**config.mk**
```make
export PLATFORM = sky130hd
export DESIGN_NAME = demand_paging_lru_memory
export DESIGN_NICKNAME = d
export VERILOG_FILES = /design/src/sv/dplm_pkg.sv /design/src/sv/dplm_lru.sv /design/src/sv/demand_paging_lru_memory.sv
export SDC_FILE = /design/constraint.sdc
export NUM_CORES = 1
export LEC_CHECK = 0
export BUFFER_PORTS_ARGS = -buffer_cell sky130_fd_sc_hd__buf_2
export CORE_MARGIN = 10
export CORE_UTILIZATION = 55
export CTS_CLUSTER_SIZE = 40
export DETAILED_ROUTE_END_ITERATION = 10
export GPL_TIMING_DRIVEN = 0
export PLACE_DENSITY = 0.76
export RECOVER_POWER = 50
export SETUP_SLACK_MARGIN = 0.15
export SYNTH_ARGS = -nofsm -noshare
export SYNTH_HDL_FRONTEND = slang
export SYNTH_SLANG_ARGS = --single-unit
```
**constraint.sdc**
```tcl
create_clock -name i_clk -period 11.9 [get_ports i_clk]
set_input_delay 0 -clock i_clk [delete_from_list [all_inputs] [get_ports i_clk]]
set_output_delay 0 -clock i_clk [all_outputs]
set_load 0.005 [all_outputs]
```
**src/sv/dplm_pkg.sv**
```systemverilog
// Shared constants and types for the demand-paged memory block.
`default_nettype none
package dplm_pkg;

    localparam int VIRT_PAGES  = 8;
    localparam int PHYS_FRAMES = 4;
    localparam int PAGE_WORDS  = 2;
    localparam int DATA_WIDTH  = 32;

    localparam int PAGE_W  = $clog2(VIRT_PAGES);
    localparam int FRAME_W = (PHYS_FRAMES > 1) ? $clog2(PHYS_FRAMES) : 1;
    localparam int OFF_W   = (PAGE_WORDS > 1) ? $clog2(PAGE_WORDS) : 1;
    localparam int ADDR_W  = 4;
    localparam int CNT_W   = $clog2(PHYS_FRAMES + 1);
    localparam int MAIN_DEPTH = PHYS_FRAMES * PAGE_WORDS;
    localparam int DISK_DEPTH = VIRT_PAGES * PAGE_WORDS;

    localparam logic [PAGE_W-1:0] LRU_EMPTY = PAGE_W'(7);

    typedef struct packed {
        logic               touch;
        logic [FRAME_W-1:0] frame;
    } t_lru_req;

endpackage
`default_nettype wire

```
**src/sv/dplm_lru.sv**
```systemverilog
// Recency list of physical frames, most recent first, with tail output.
`default_nettype none
module dplm_lru
    import dplm_pkg::*;
(
    input  wire logic              i_clk,
    input  wire logic              i_rst_n,
    input  wire t_lru_req          i_req,
    output logic [PAGE_W-1:0]      o_tail
);

    logic [PAGE_W-1:0] r_order [PHYS_FRAMES];
    logic [PAGE_W-1:0] n_order [PHYS_FRAMES];
    logic [CNT_W-1:0]  r_count;
    logic [CNT_W-1:0]  n_count;
    logic [CNT_W-1:0]  w_pos;
    logic              w_hit;
    logic [CNT_W-1:0]  w_last;

    always_comb begin
        w_hit   = 1'b0;
        w_pos   = '0;
        n_count = r_count;
        for (int i = 0; i < PHYS_FRAMES; i++) begin
            if ((CNT_W'(i) < r_count) && (r_order[i] == PAGE_W'(i_req.frame))) begin
                w_hit = 1'b1;
                w_pos = CNT_W'(i);
            end
        end
        if (!w_hit) begin
            if (r_count < CNT_W'(PHYS_FRAMES)) begin
                n_count = r_count + CNT_W'(1);
            end
            w_pos = n_count - CNT_W'(1);
        end
        for (int i = 0; i < PHYS_FRAMES; i++) begin
            if (i == 0) begin
                n_order[i] = PAGE_W'(i_req.frame);
            end else if (CNT_W'(i) <= w_pos) begin
                n_order[i] = r_order[i-1];
            end else begin
                n_order[i] = r_order[i];
            end
        end
    end

    always_ff @(posedge i_clk) begin
        if (!i_rst_n) begin
            r_count <= '0;
            for (int i = 0; i < PHYS_FRAMES; i++) begin
                r_order[i] <= LRU_EMPTY;
            end
        end else if (i_req.touch) begin
            r_count <= n_count;
            r_order <= n_order;
        end
    end

    assign w_last = r_count - CNT_W'(1);
    assign o_tail = (r_count != '0) ? r_order[w_last[FRAME_W-1:0]] : '0;

endmodule
`default_nettype wire

```
**src/sv/demand_paging_lru_memory.sv**
```systemverilog
// Top level: demand-paged memory with page table, LRU frame replacement and word stores.
// A hit goes from table lookup to access; a fault scans the page table and loads the page into
// a free frame or the least recent frame, writing that frame back first when a page owns it.
// An item occupies the block until its result is loaded into the output register; the fault
// path is set by the 8-entry page table scan and a read state and a write state per word moved.
// Synchronous active-low reset clears the page table, recency list and word valid bits;
// unwritten words read as all ones. No clearing pass follows reset.
`default_nettype none
module demand_paging_lru_memory
    import dplm_pkg::*;
(
    input  wire logic                         i_clk,
    input  wire logic                         i_rst_n,
    input  wire logic                         i_in_valid,
    output logic                              o_in_stall,
    input  wire logic                         i_mode,
    input  wire logic        [ADDR_W-1:0]     i_vaddr,
    input  wire logic signed [DATA_WIDTH-1:0] i_wdata,
    output logic                              o_out_valid,
    input  wire logic                         i_out_stall,
    output logic signed [DATA_WIDTH-1:0]      o_rdata,
    output logic                              o_page_fault,
    output logic                              o_evicted,
    output logic        [PAGE_W-1:0]          o_victim_page,
    output logic        [FRAME_W-1:0]         o_frame_used
);

    typedef enum logic [9:0] {
        S_IDLE   = 10'b0000000001,
        S_LOOK   = 10'b0000000010,
        S_SCAN   = 10'b0000000100,
        S_DECIDE = 10'b0000001000,
        S_WB_RD  = 10'b0000010000,
        S_WB_WR  = 10'b0000100000,
        S_LD_RD  = 10'b0001000000,
        S_LD_WR  = 10'b0010000000,
        S_ACC    = 10'b0100000000,
        S_FIN    = 10'b1000000000
    } t_state;

    t_state                  r_state;
    logic                    r_mode;
    logic [PAGE_W-1:0]       r_page;
    logic [OFF_W-1:0]        r_off;
    logic [DATA_WIDTH-1:0]   r_wdata;
    logic [PAGE_W-1:0]       r_idx;
    logic [PHYS_FRAMES-1:0]  r_used;
    logic                    r_found;
    logic [PAGE_W-1:0]       r_owner;
    logic [FRAME_W-1:0]      r_frame;
    logic                    r_fault;
    logic                    r_evict;
    logic [OFF_W-1:0]        r_word;
    logic                    r_valid [VIRT_PAGES];
    logic [PAGE_W-1:0]       r_slot  [VIRT_PAGES];

    logic [DATA_WIDTH-1:0]   r_main     [MAIN_DEPTH];
    logic                    r_main_vld [MAIN_DEPTH];
    logic [DATA_WIDTH-1:0]   r_main_q;
    logic                    r_main_q_vld;
    logic [DATA_WIDTH-1:0]   r_disk     [DISK_DEPTH];
    logic                    r_disk_vld [DISK_DEPTH];
    logic [DATA_WIDTH-1:0]   r_disk_q;
    logic                    r_disk_q_vld;

    logic                    r_out_valid;
    logic [DATA_WIDTH-1:0]   r_out_rdata;
    logic                    r_out_fault;
    logic                    r_out_evict;
    logic [PAGE_W-1:0]       r_out_victim;
    logic [FRAME_W-1:0]      r_out_frame;

    logic                    w_in_xfer;
    logic                    w_out_load;
    logic                    w_vld;
    logic [PAGE_W-1:0]       w_slot;
    logic [PAGE_W-1:0]       w_tail;
    logic                    w_tail_match;
    logic                    w_word_last;
    logic                    w_free_ok;
    logic [FRAME_W-1:0]      w_free;
    t_lru_req                w_lru_req;

    logic                              w_main_re;
    logic                              w_main_we;
    logic [FRAME_W+OFF_W-1:0]          w_main_ra;
    logic [FRAME_W+OFF_W-1:0]          w_main_wa;
    logic [DATA_WIDTH-1:0]             w_main_wd;
    logic [DATA_WIDTH-1:0]             w_main_rd;
    logic                              w_disk_re;
    logic                              w_disk_we;
    logic [PAGE_W+OFF_W-1:0]           w_disk_ra;
    logic [PAGE_W+OFF_W-1:0]           w_disk_wa;
    logic [DATA_WIDTH-1:0]             w_disk_rd;

    assign o_in_stall   = (r_state != S_IDLE);
    assign w_in_xfer    = i_in_valid && !o_in_stall;
    assign w_out_load   = (r_state == S_FIN) && (!r_out_valid || !i_out_stall);
    assign w_vld        = r_valid[r_idx];
    assign w_slot       = r_slot[r_idx];
    assign w_tail_match = (w_slot == w_tail);
    assign w_word_last  = (r_word == OFF_W'(PAGE_WORDS - 1));

    always_comb begin
        w_free_ok = 1'b0;
        w_free    = '0;
        for (int i = PHYS_FRAMES - 1; i >= 0; i--) begin
            if (!r_used[i]) begin
                w_free_ok = 1'b1;
                w_free    = FRAME_W'(i);
            end
        end
    end

    assign w_lru_req.touch = (r_state == S_ACC);
    assign w_lru_req.frame = r_frame;

    dplm_lru u_lru (
        .i_clk  (i_clk),
        .i_rst_n(i_rst_n),
        .i_req  (w_lru_req),
        .o_tail (w_tail)
    );

    assign w_main_re = (r_state == S_WB_RD) || ((r_state == S_ACC) && !r_mode);
    assign w_main_ra = {r_frame, (r_state == S_WB_RD) ? r_word : r_off};
    assign w_main_we = (r_state == S_LD_WR) || ((r_state == S_ACC) && r_mode);
    assign w_main_wa = {r_frame, (r_state == S_LD_WR) ? r_word : r_off};
    assign w_main_wd = (r_state == S_LD_WR) ? w_disk_rd : r_wdata;
    assign w_main_rd = r_main_q_vld ? r_main_q : '1;

    assign w_disk_re = (r_state == S_LD_RD);
    assign w_disk_ra = {r_page, r_word};
    assign w_disk_we = (r_state == S_WB_WR);
    assign w_disk_wa = {r_owner, r_word};
    assign w_disk_rd = r_disk_q_vld ? r_disk_q : '1;

    always_ff @(posedge i_clk) begin
        if (w_main_we) begin
            r_main[w_main_wa] <= w_main_wd;
        end
        if (w_main_re) begin
            r_main_q     <= r_main[w_main_ra];
            r_main_q_vld <= r_main_vld[w_main_ra];
        end
        if (w_disk_we) begin
            r_disk[w_disk_wa] <= w_main_rd;
        end
        if (w_disk_re) begin
            r_disk_q     <= r_disk[w_disk_ra];
            r_disk_q_vld <= r_disk_vld[w_disk_ra];
        end
    end

    always_ff @(posedge i_clk) begin
        if (!i_rst_n) begin
            for (int i = 0; i < MAIN_DEPTH; i++) begin
                r_main_vld[i] <= 1'b0;
            end
            for (int i = 0; i < DISK_DEPTH; i++) begin
                r_disk_vld[i] <= 1'b0;
            end
        end else begin
            if (w_main_we) begin
                r_main_vld[w_main_wa] <= 1'b1;
            end
            if (w_disk_we) begin
                r_disk_vld[w_disk_wa] <= 1'b1;
            end
        end
    end

    always_ff @(posedge i_clk) begin
        if (w_in_xfer) begin
            r_mode  <= i_mode;
            r_page  <= i_vaddr[ADDR_W-1:OFF_W];
            r_off   <= i_vaddr[OFF_W-1:0];
            r_wdata <= i_wdata;
        end
        if (w_out_load) begin
            r_out_rdata  <= r_mode ? '0 : w_main_rd;
            r_out_fault  <= r_fault;
            r_out_evict  <= r_evict;
            r_out_victim <= r_evict ? r_owner : '0;
            r_out_frame  <= r_frame;
        end
    end

    always_ff @(posedge i_clk) begin
        if (!i_rst_n) begin
            r_state     <= S_IDLE;
            r_idx       <= '0;
            r_used      <= '0;
            r_found     <= 1'b0;
            r_owner     <= '0;
            r_frame     <= '0;
            r_fault     <= 1'b0;
            r_evict     <= 1'b0;
            r_word      <= '0;
            r_out_valid <= 1'b0;
            for (int i = 0; i < VIRT_PAGES; i++) begin
                r_valid[i] <= 1'b0;
                r_slot[i]  <= PAGE_W'(i);
            end
        end else begin
            if (r_out_valid && !i_out_stall && !w_out_load) begin
                r_out_valid <= 1'b0;
            end
            case (r_state)
                S_IDLE: begin
                    if (w_in_xfer) begin
                        r_idx   <= i_vaddr[ADDR_W-1:OFF_W];
                        r_fault <= 1'b0;
                        r_evict <= 1'b0;
                        r_word  <= '0;
                        r_state <= S_LOOK;
                    end
                end
                S_LOOK: begin
                    if (w_vld) begin
                        r_frame <= w_slot[FRAME_W-1:0];
                        r_state <= S_ACC;
                    end else begin
                        r_fault <= 1'b1;
                        r_idx   <= '0;
                        r_used  <= '0;
                        r_found <= 1'b0;
                        r_state <= S_SCAN;
                    end
                end
                S_SCAN: begin
                    if (w_vld && (w_slot < PAGE_W'(PHYS_FRAMES))) begin
                        r_used[w_slot[FRAME_W-1:0]] <= 1'b1;
                    end
                    if (w_vld && w_tail_match && !r_found) begin
                        r_found <= 1'b1;
                        r_owner <= r_idx;
                    end
                    if (r_idx == PAGE_W'(VIRT_PAGES - 1)) begin
                        r_state <= S_DECIDE;
                    end else begin
                        r_idx <= r_idx + PAGE_W'(1);
                    end
                end
                S_DECIDE: begin
                    if (w_free_ok) begin
                        r_frame <= w_free;
                        r_state <= S_LD_RD;
                    end else begin
                        r_frame <= w_tail[FRAME_W-1:0];
                        if (r_found) begin
                            r_evict <= 1'b1;
                            r_state <= S_WB_RD;
                        end else begin
                            r_state <= S_LD_RD;
                        end
                    end
                end
                S_WB_RD: begin
                    r_state <= S_WB_WR;
                end
                S_WB_WR: begin
                    if (w_word_last) begin
                        r_valid[r_owner] <= 1'b0;
                        r_slot[r_owner]  <= r_owner;
                        r_word           <= '0;
                        r_state          <= S_LD_RD;
                    end else begin
                        r_word  <= r_word + OFF_W'(1);
                        r_state <= S_WB_RD;
                    end
                end
                S_LD_RD: begin
                    r_state <= S_LD_WR;
                end
                S_LD_WR: begin
                    if (w_word_last) begin
                        r_valid[r_page] <= 1'b1;
                        r_slot[r_page]  <= PAGE_W'(r_frame);
                        r_word          <= '0;
                        r_state         <= S_ACC;
                    end else begin
                        r_word  <= r_word + OFF_W'(1);
                        r_state <= S_LD_RD;
                    end
                end
                S_ACC: begin
                    r_state <= S_FIN;
                end
                S_FIN: begin
                    if (w_out_load) begin
                        r_out_valid <= 1'b1;
                        r_state     <= S_IDLE;
                    end
                end
                default: begin
                    r_state <= S_IDLE;
                end
            endcase
        end
    end

    assign o_out_valid   = r_out_valid;
    assign o_rdata       = r_out_rdata;
    assign o_page_fault  = r_out_fault;
    assign o_evicted     = r_out_evict;
    assign o_victim_page = r_out_victim;
    assign o_frame_used  = r_out_frame;

    a_evict_needs_fault: assert property (@(posedge i_clk) disable iff (!i_rst_n)
        o_out_valid |-> (!o_evicted || o_page_fault))
        else $error("eviction reported without page fault");

    a_xfer_starts_lookup: assert property (@(posedge i_clk) disable iff (!i_rst_n)
        w_in_xfer |=> (r_state == S_LOOK))
        else $error("input transfer did not start table lookup");

    a_fin_loads_output: assert property (@(posedge i_clk) disable iff (!i_rst_n)
        w_out_load |=> (o_out_valid && (r_state == S_IDLE)))
        else $error("finished item did not reach output register");

    a_evict_path_found: assert property (@(posedge i_clk) disable iff (!i_rst_n)
        (r_state == S_WB_RD) |-> (r_evict && r_found && r_fault))
        else $error("write-back without a resident owner");

endmodule
`default_nettype wire
```
==> results of run 1 <==
[how the worst min path moves through the flow]
stage                            from          end  slack, ps  cells past startpoint
after global routing      i_wdata[11]  r_wdata[11]         50                      2
after detailed placement   i_wdata[0]   r_wdata[0]        180                      1
final                      i_wdata[8]   r_wdata[8]         50                      2
after CTS                 i_wdata[29]  r_wdata[29]         30                      2
after global placement    i_wdata[15]  r_wdata[15]        180                      1
after floorplan                i_mode       r_mode        100                      0
[routing by layer]
metal | track usage | vias to the layer above | share of wire
met3 | 0.0458 | 179 | 0.093
met2 | 0.388 | 1189 | 0.51
met4 | 0.0850 | 2 | 0.029
met1 | 0.308 | 10500 | 0.37
met5 | 0 | - | 0.00012
li1 | - | 8331 | -
[cells by family after synthesis]
logic type,count (synthesis),share of synthesized area
AO/OA/AOI/OAI,136,0.0213
XOR/XNOR,16,0.00360
adder cells (fa/ha/maj),5,0.00161
buffers and inverters,111,0.0116
flip-flops,1011,0.760
multiplexers,303,0.156
other,1,0.0000964
AND/OR/NAND/NOR,342,0.0454
[flip-flops by register name (all words and copies together) (netlist names), 4 cells and up, named ones only]
| name | cells |
|---|---|
| o_rdata | 32 |
| r_disk | 512 |
| r_disk_q | 32 |
| r_disk_vld | 16 |
| r_main | 256 |
| r_main_q | 32 |
| r_main_vld | 8 |
| r_slot | 24 |
| r_state | 10 |
| r_used | 4 |
| r_valid | 8 |
| r_wdata | 32 |
| u_lru.r_order | 12 |
[worst reg2reg max path, delay by kind of cell (launching register included)]
kind,cells,cell delay [ps]
AOI/OAI and AO/OA,1,3030
DFF,1,300
and+or+nand+nor,2,1640
buffers and inverters,1,190
[layout by cell type (no fill, tap or decap), drive strengths merged, types with 42 or more instances in the layout]
master  count
buf        91
clkbuf    257
clkinv     49
dfxtp      77
edfxtp    934
mux4      239
nand2      92
nand2b     42
nor2       65
nor2b      70
o21ai      59
[power breakdown]
group / switching [mW] / leakage [nW] / internal (mW)
sequential: 0.0204 / 9.01 / 3.92
combinational: 0.225 / 3.50 / 0.143
clock: 1.35 / 1.58 / 1.73
total: 1.60 / 14.1 / 5.79
[cell type report]
| class | instances | share of cell area |
|---|---|---|
| clock inverter | 63 | 0.0124 |
| sequential | 1011 | 0.660 |
| timing repair buffer | 164 | 0.0316 |
| buffer | 100 | 0.00887 |
| antenna | 2 | 0.000112 |
| inverter | 11 | 0.000921 |
| clock buffer | 125 | 0.0593 |
| tap | 940 | 0.0262 |
| multi-input combinational | 806 | 0.201 |
[through the flow]
step	hold WS, ps	setup WS [ps]	power, mW	instance area (um^2)	instances
finish	45.6	6250	7.39	44800	3222
global route	51.1	6040	7.58	44800	3222
CTS	26.9	7800	7.41	45000	3220
detailed placement	178	7860	4.36	41400	2991
global placement	179	4610	4.35	40500	2949
floorplan	98.9	7680	4.23	38900	1928
==> summary.md, run 1 <==
| Metric | Value |
|---|---|
| Die area | 81,800 um^2 |
| Crit path from | r_state[1] |
| I/O Buffers | 81 |
| Chip Height | 286 um |
| Post-synth top cells | 934 x edfxtp_1, 239 x mux4_2, 92 x nand2_1, 77 x dfxtp_1, 71 x clkbuf_1 |
| Post-CTS Setup Bufs | 0 |
| Maximum number of pins on one net before global-route repair | 38 |
| Register area | 29,600 um^2 |
| Setup TNS | 0 ps |
| Layout cell share with drive strength beyond 1 | 0.236 |
| Routability Congestion | 0.877 |
| Fillers | 4,576 |
| Routed vias | 20,200 |
| Synth Instances | 1,925 |
| Critical path depth | 4 |
| Max-cap viol count | 5 |
| Initial core utilization | 0.555 |
| Reg-to-Reg Start | r_state[1] |
| Relative slew margins | -1.58 |
| Slew @ Worst Pin | 3820 ps |
| Via-per-instance ratio | 6.27 |
| Total grt overflow | 0 |
| Netlist cell types | 54 |
| WL/cell | 29.6 um |
| Antenna viol nets, final | 0 |
| Synth Cell Area | 38,900 um^2 |
| Worst vdd ir | 0.000120 V |
| Finish-stage setup viols | 0 |
| TritonCTS clock tree | yes |
| Syn_area_per_cell | 20.2 um^2 |
| Root buffer cell | clkbuf_16 |
| Site Rows | 97 |
| Sequential cell area fraction in the yosys report | 0.760 |
| CTS clock-pin slew for the worst setup and hold paths | 70 ps |
| Crit Reg-Reg Endpoint | r_main_q[19] |
| Crit-path slowest cell | o21ai_0 |
| Share of the synthesized area in the top cell type | 0.721 |
| Crit path buffers/inverters | 1 |
| Delay-heaviest family, CP | compound AO/OA/AOI/OAI gates |
| Area of the multi-input gates | 9010 um^2 |
| Worst EP required | 12,080 ps |
| Vias in the first global route | 20,800 |
| Worst setup EP type | flip-flop |
| Largest buffer count on any clock path | 3 |
| DR iter-0 viols | 3,034 |
| All-Layer GR Usage | 0.234 |
| Startpoint class of the critical path | flip-flop |
| Die W | 286 um |
| Top-level I/O count | 82 |
| Resized cells post-CTS | 0 |
| Clock Latency Late Sink | 670 ps |
| Critical Path Fanout Max | 21 |
| Min-delay worst type | in -> reg |
| TritonCTS buffer count | 100 |
| Leak | 14.1 nW |
| Initial antenna violation count | 4 |
| Seq cells post-synth | 1,011 |
| CTS Hold Buffers Added | 41 |
| Max incr delay on CP | 3030 ps |
| Sink Count | 1,011 |
| Failing checks | capacitance limit, slew limit |
| Ranking of synthesized cells by area | edfxtp_1 72%, mux4_2 14%, dfxtp_1 4.0%, nor2b_1 1.1%, mux2_2 1.0% |
| Area Overhead vs Synth | 15.2% |
| Final worst path period need | 5650 ps |
| Number of synthesized flops with an enable pin | 934 |
| Ys Warns | 0 |
| Setup CP Type | reg -> reg |
| Critical path destination | r_main_q[19] |
| Final #Nets | 2,240 |
| CP Cell Sequence | clkbuf_1 > nor4_1 > nand3_1 > o21ai_0 |
| Reg2Reg Depth | 4 |
| # DRC | 0 |
| Cell with the most instances after synthesis | edfxtp_1 |
| Tcrit/Tclk final | 0.475 |
| Status | finished with violations |
| First drt pass iteration count | 5 |
| Final core occ | 0.639 |
| Clk_skew | 30.0 ps |
| Post-DP HPWL | 60,100 um |
| Final wirelength | 95,500 um |
| Area of the core | 70,100 um^2 |
| Reg2reg setup slack | 6250 ps |
| First-pass GRT wire length | 141,000 um |
| Hold Vio Cnt, Final | 0 |
| Final Max Tran Viols | 112 |
| Async SR Flop Fraction | 0 |
| RSZ-0062 raised after global routing | no |
| Pwr dens | 165 nW/um^2 |
| Yosys top cell by area | edfxtp_1 |
| H-tree levels | 3 |
| WP data arrival | 5830 ps |
| Achievable Freq | 0.177 GHz |
| Main synth FF type | edfxtp_1 |
Note: power is estimated with default switching activity, not from simulation.
==> inputs of run 2 (changes only) <==
--- a/config.mk
+++ b/config.mk
@@ -11,7 +11,7 @@
 export CTS_CLUSTER_SIZE = 40
 export DETAILED_ROUTE_END_ITERATION = 10
 export GPL_TIMING_DRIVEN = 0
-export PLACE_DENSITY = 0.76
+export PLACE_DENSITY = 0.79
 export RECOVER_POWER = 50
 export SETUP_SLACK_MARGIN = 0.15
 export SYNTH_ARGS = -nofsm -noshare
==> constraint.sdc (replaced) <==
create_clock -name i_clk -period 4.59 [get_ports i_clk]
set_input_delay 0 -clock i_clk [delete_from_list [all_inputs] [get_ports i_clk]]
set_output_delay 0 -clock i_clk [all_outputs]
set_load 0.005 [all_outputs]
==> run 2 against run 1 <==
Compared with the run above:
- the run still ends with capacitance limit, slew limit left
- combinational power rose to 2.7 times the previous value
- first-iteration DRC count is 2.5% higher
- register-to-register slack lost 5800 ps
- worst hold slack about the same
==> summary.md, run 2 (same netlist as run 1, synthesis figures left out) <==
| Metric | Value |
|---|---|
| Dpl ws | 761 ps (was 7860 ps) |
| Largest register FFs | 512 (unchanged) |
| Max-cap viol count | 3 (was 5) |
| Final worst path period need | 4130 ps (was 5650 ps) |
| Slew @ Worst Pin | 1870 ps (was 3820 ps) |
| Post-DP HPWL | 60,800 um (was 60,100 um) |
| CP Cell Sequence | buf_2 > nor4_4 > nand4_1 > clkbuf_1 > nor2_1 > a31oi_1 > nor3_2 > buf_6 > buf_6 (was clkbuf_1 > nor4_1 > nand3_1 > o21ai_0) |
| Max incr delay on CP | 840 ps (was 3030 ps) |
| Placed cell areas | 41,500 um^2 (was 41,400 um^2) |
| Area Overhead vs Synth | 15.6% (was 15.2%) |
| Crit-path slowest cell | nor3_2 (was o21ai_0) |
| Achievable Freq | 0.242 GHz (was 0.177 GHz) |
| Hold Vio Cnt, Final | 0 (unchanged) |
| I/O Buffers | 81 (unchanged) |
| Status | finished with violations (unchanged) |
| Final wirelength | 98,900 um (was 95,500 um) |
| H-tree levels | 3 (unchanged) |
| Pwr dens | 432 nW/um^2 (was 165 nW/um^2) |
| Delay-heaviest family, CP | simple AND/OR/NAND/NOR gates (was compound AO/OA/AOI/OAI gates) |
| Final #Nets | 2,241 (was 2,240) |
| Largest buffer count on any clock path | 3 (unchanged) |
| Tcrit/Tclk final | 0.901 (was 0.475) |
| First drt pass iteration count | 7 (was 5) |
| Tot Pwr | 19.4 mW (was 7.39 mW) |
| Initial antenna violation count | 4 (unchanged) |
| Die W | 286 um (unchanged) |
| Vias in the first global route | 21,100 (was 20,800) |
| Crit-path most repeated cell | buf_6 |
| Routability Congestion | 0.878 (was 0.877) |
| WL/cell | 30.7 um (was 29.6 um) |
| WP data arrival | 4500 ps (was 5830 ps) |
| Root buffer cell | clkbuf_16 (unchanged) |
| Top-level I/O count | 82 (unchanged) |
| Most flops, register | r_disk (unchanged) |
| Min-delay worst type | in -> reg (unchanged) |
| Initial core utilization | 0.555 (unchanged) |
| Antenna viol nets, final | 0 (unchanged) |
| DR iter-0 viols | 3,111 (was 3,034) |
| Routed vias | 20,700 (was 20,200) |
| Layout cell share with drive strength beyond 1 | 0.240 (was 0.236) |
| Leak | 14.2 nW (was 14.1 nW) |
| Resized cells post-CTS | 0 (unchanged) |
| TritonCTS clock tree | yes (unchanged) |
| Commonest non-fill, non-tap cell in the layout | edfxtp_1 (unchanged) |
| Startpoint class of the critical path | flip-flop (unchanged) |
| Failing checks | capacitance limit, slew limit (unchanged) |
| Fin worst setup slack | 456 ps (was 6250 ps) |
| Finish-stage setup viols | 0 (unchanged) |
| Worst vdd ir | 0.000373 V (was 0.000120 V) |
| Die area | 81,800 um^2 (unchanged) |
| CTS clock-pin slew for the worst setup and hold paths | 70 ps (about the same) |
| Post-CTS Setup Bufs | 0 (unchanged) |
| Setup CP Type | reg -> reg (unchanged) |
| Fin area | 45,000 um^2 (was 44,800 um^2) |
| Site Rows | 97 (unchanged) |
| All-Layer GR Usage | 0.241 (was 0.234) |
| Chip Height | 286 um (unchanged) |
| Relative slew margins | -0.250 (was -1.58) |
| Maximum number of pins on one net before global-route repair | 38 (unchanged) |
| Critical Path Fanout Max | 10 (was 21) |
| Clk_skew | 41.7 ps (was 30.0 ps) |
| Biggest regs | r_disk: 512 flops, r_main: 256 flops (unchanged) |
| Worst EP required | 4960 ps (was 12,080 ps) |
| Final cell count without fillers | 3,217 (was 3,222) |
| Placed insts | 2,996 (was 2,991) |
| First-pass GRT wire length | 144,000 um (was 141,000 um) |
| Worst setup EP type | flip-flop (unchanged) |
| Setup TNS | 0 ps (unchanged) |
| Clock Latency Late Sink | 680 ps (was 670 ps) |
| Sink Count | 1,011 (unchanged) |
| Final Max Tran Viols | 60 (was 112) |
| # DRC | 0 (unchanged) |
| Crit path buffers/inverters | 4 (was 1) |
| Via-per-instance ratio | 6.45 (was 6.27) |
| Total grt overflow | 0 (unchanged) |
| TritonCTS buffer count | 97 (was 100) |
| RSZ-0062 raised after global routing | no (unchanged) |
| Area of the core | 70,100 um^2 (unchanged) |
| Most frequent cells in the layout | 934 x edfxtp_1, 239 x mux4_2, 143 x clkbuf_1, 100 x clkbuf_16, 92 x nand2_1 (was 934 x edfxtp_1, 239 x mux4_2, 151 x clkbuf_1, 101 x clkbuf_16, 92 x nand2_1) |
-- run 2: cell count changes in the layout (fill, tap and decap cells not counted), sizes merged --
cell / before / now
bufinv: 6 / 11
inv: 17 / 13
clkinvlp: 2 / 5
dlygate4sd3: 41 / 40
clkbuf: 257 / 249
buf: 91 / 105
clkinv: 49 / 36
diode: 2 / 1
-- run 2: through the flow --
stage	hold slack (ps)	utilization
after CTS	13.4	0.644
after global placement	177	0.578
after detailed placement	178	0.591
final	45.3	0.642
after floorplan	98.9	-
after global routing	45.4	0.642
-- run 2: layer usage --
layer  vias to the layer above  part of all wire  GRT usage
li1                       8306                 -          -
met1                     10700              0.36      0.310
met2                      1450              0.51      0.405
met3                       232             0.096     0.0404
met4                         2             0.036     0.0990
met5                         -           0.00013          0
-- run 2: final cells by class --
class,count,area [um^2]
inverter,11,41.3
clock buffer,126,2660
antenna,1,2.50
multi-input combinational,806,9020
sequential,1011,29600
tap,940,1180
buffer,100,403
timing repair buffer,168,1480
clock inverter,54,637
fill,4448,25100
-- run 2: final timing paths --
check	to	slack, ps	cells after the start	startpoint
worst max-delay path	r_main[0][19]	460	9	r_state[2]
worst min-delay path	r_wdata[22]	50	2	i_wdata[22]
worst max register to register	r_main[0][19]	460	9	r_state[2]
worst min register to register	o_frame_used[0]	440	0	r_frame[0]
-- run 2: what timing repair did --
item	in CTS	in global routing
hold buffers	40	0
setup endpoints to repair	0	0
hold endpoints to repair	101	0
-- run 2: report_power, final --
group / internal [mW] / switching, mW / leakage (nW)
sequential: 10.2 / 0.0573 / 9.01
clock: 4.74 / 3.50 / 1.60
combinational: 0.375 / 0.603 / 3.56
total: 15.3 / 4.16 / 14.2
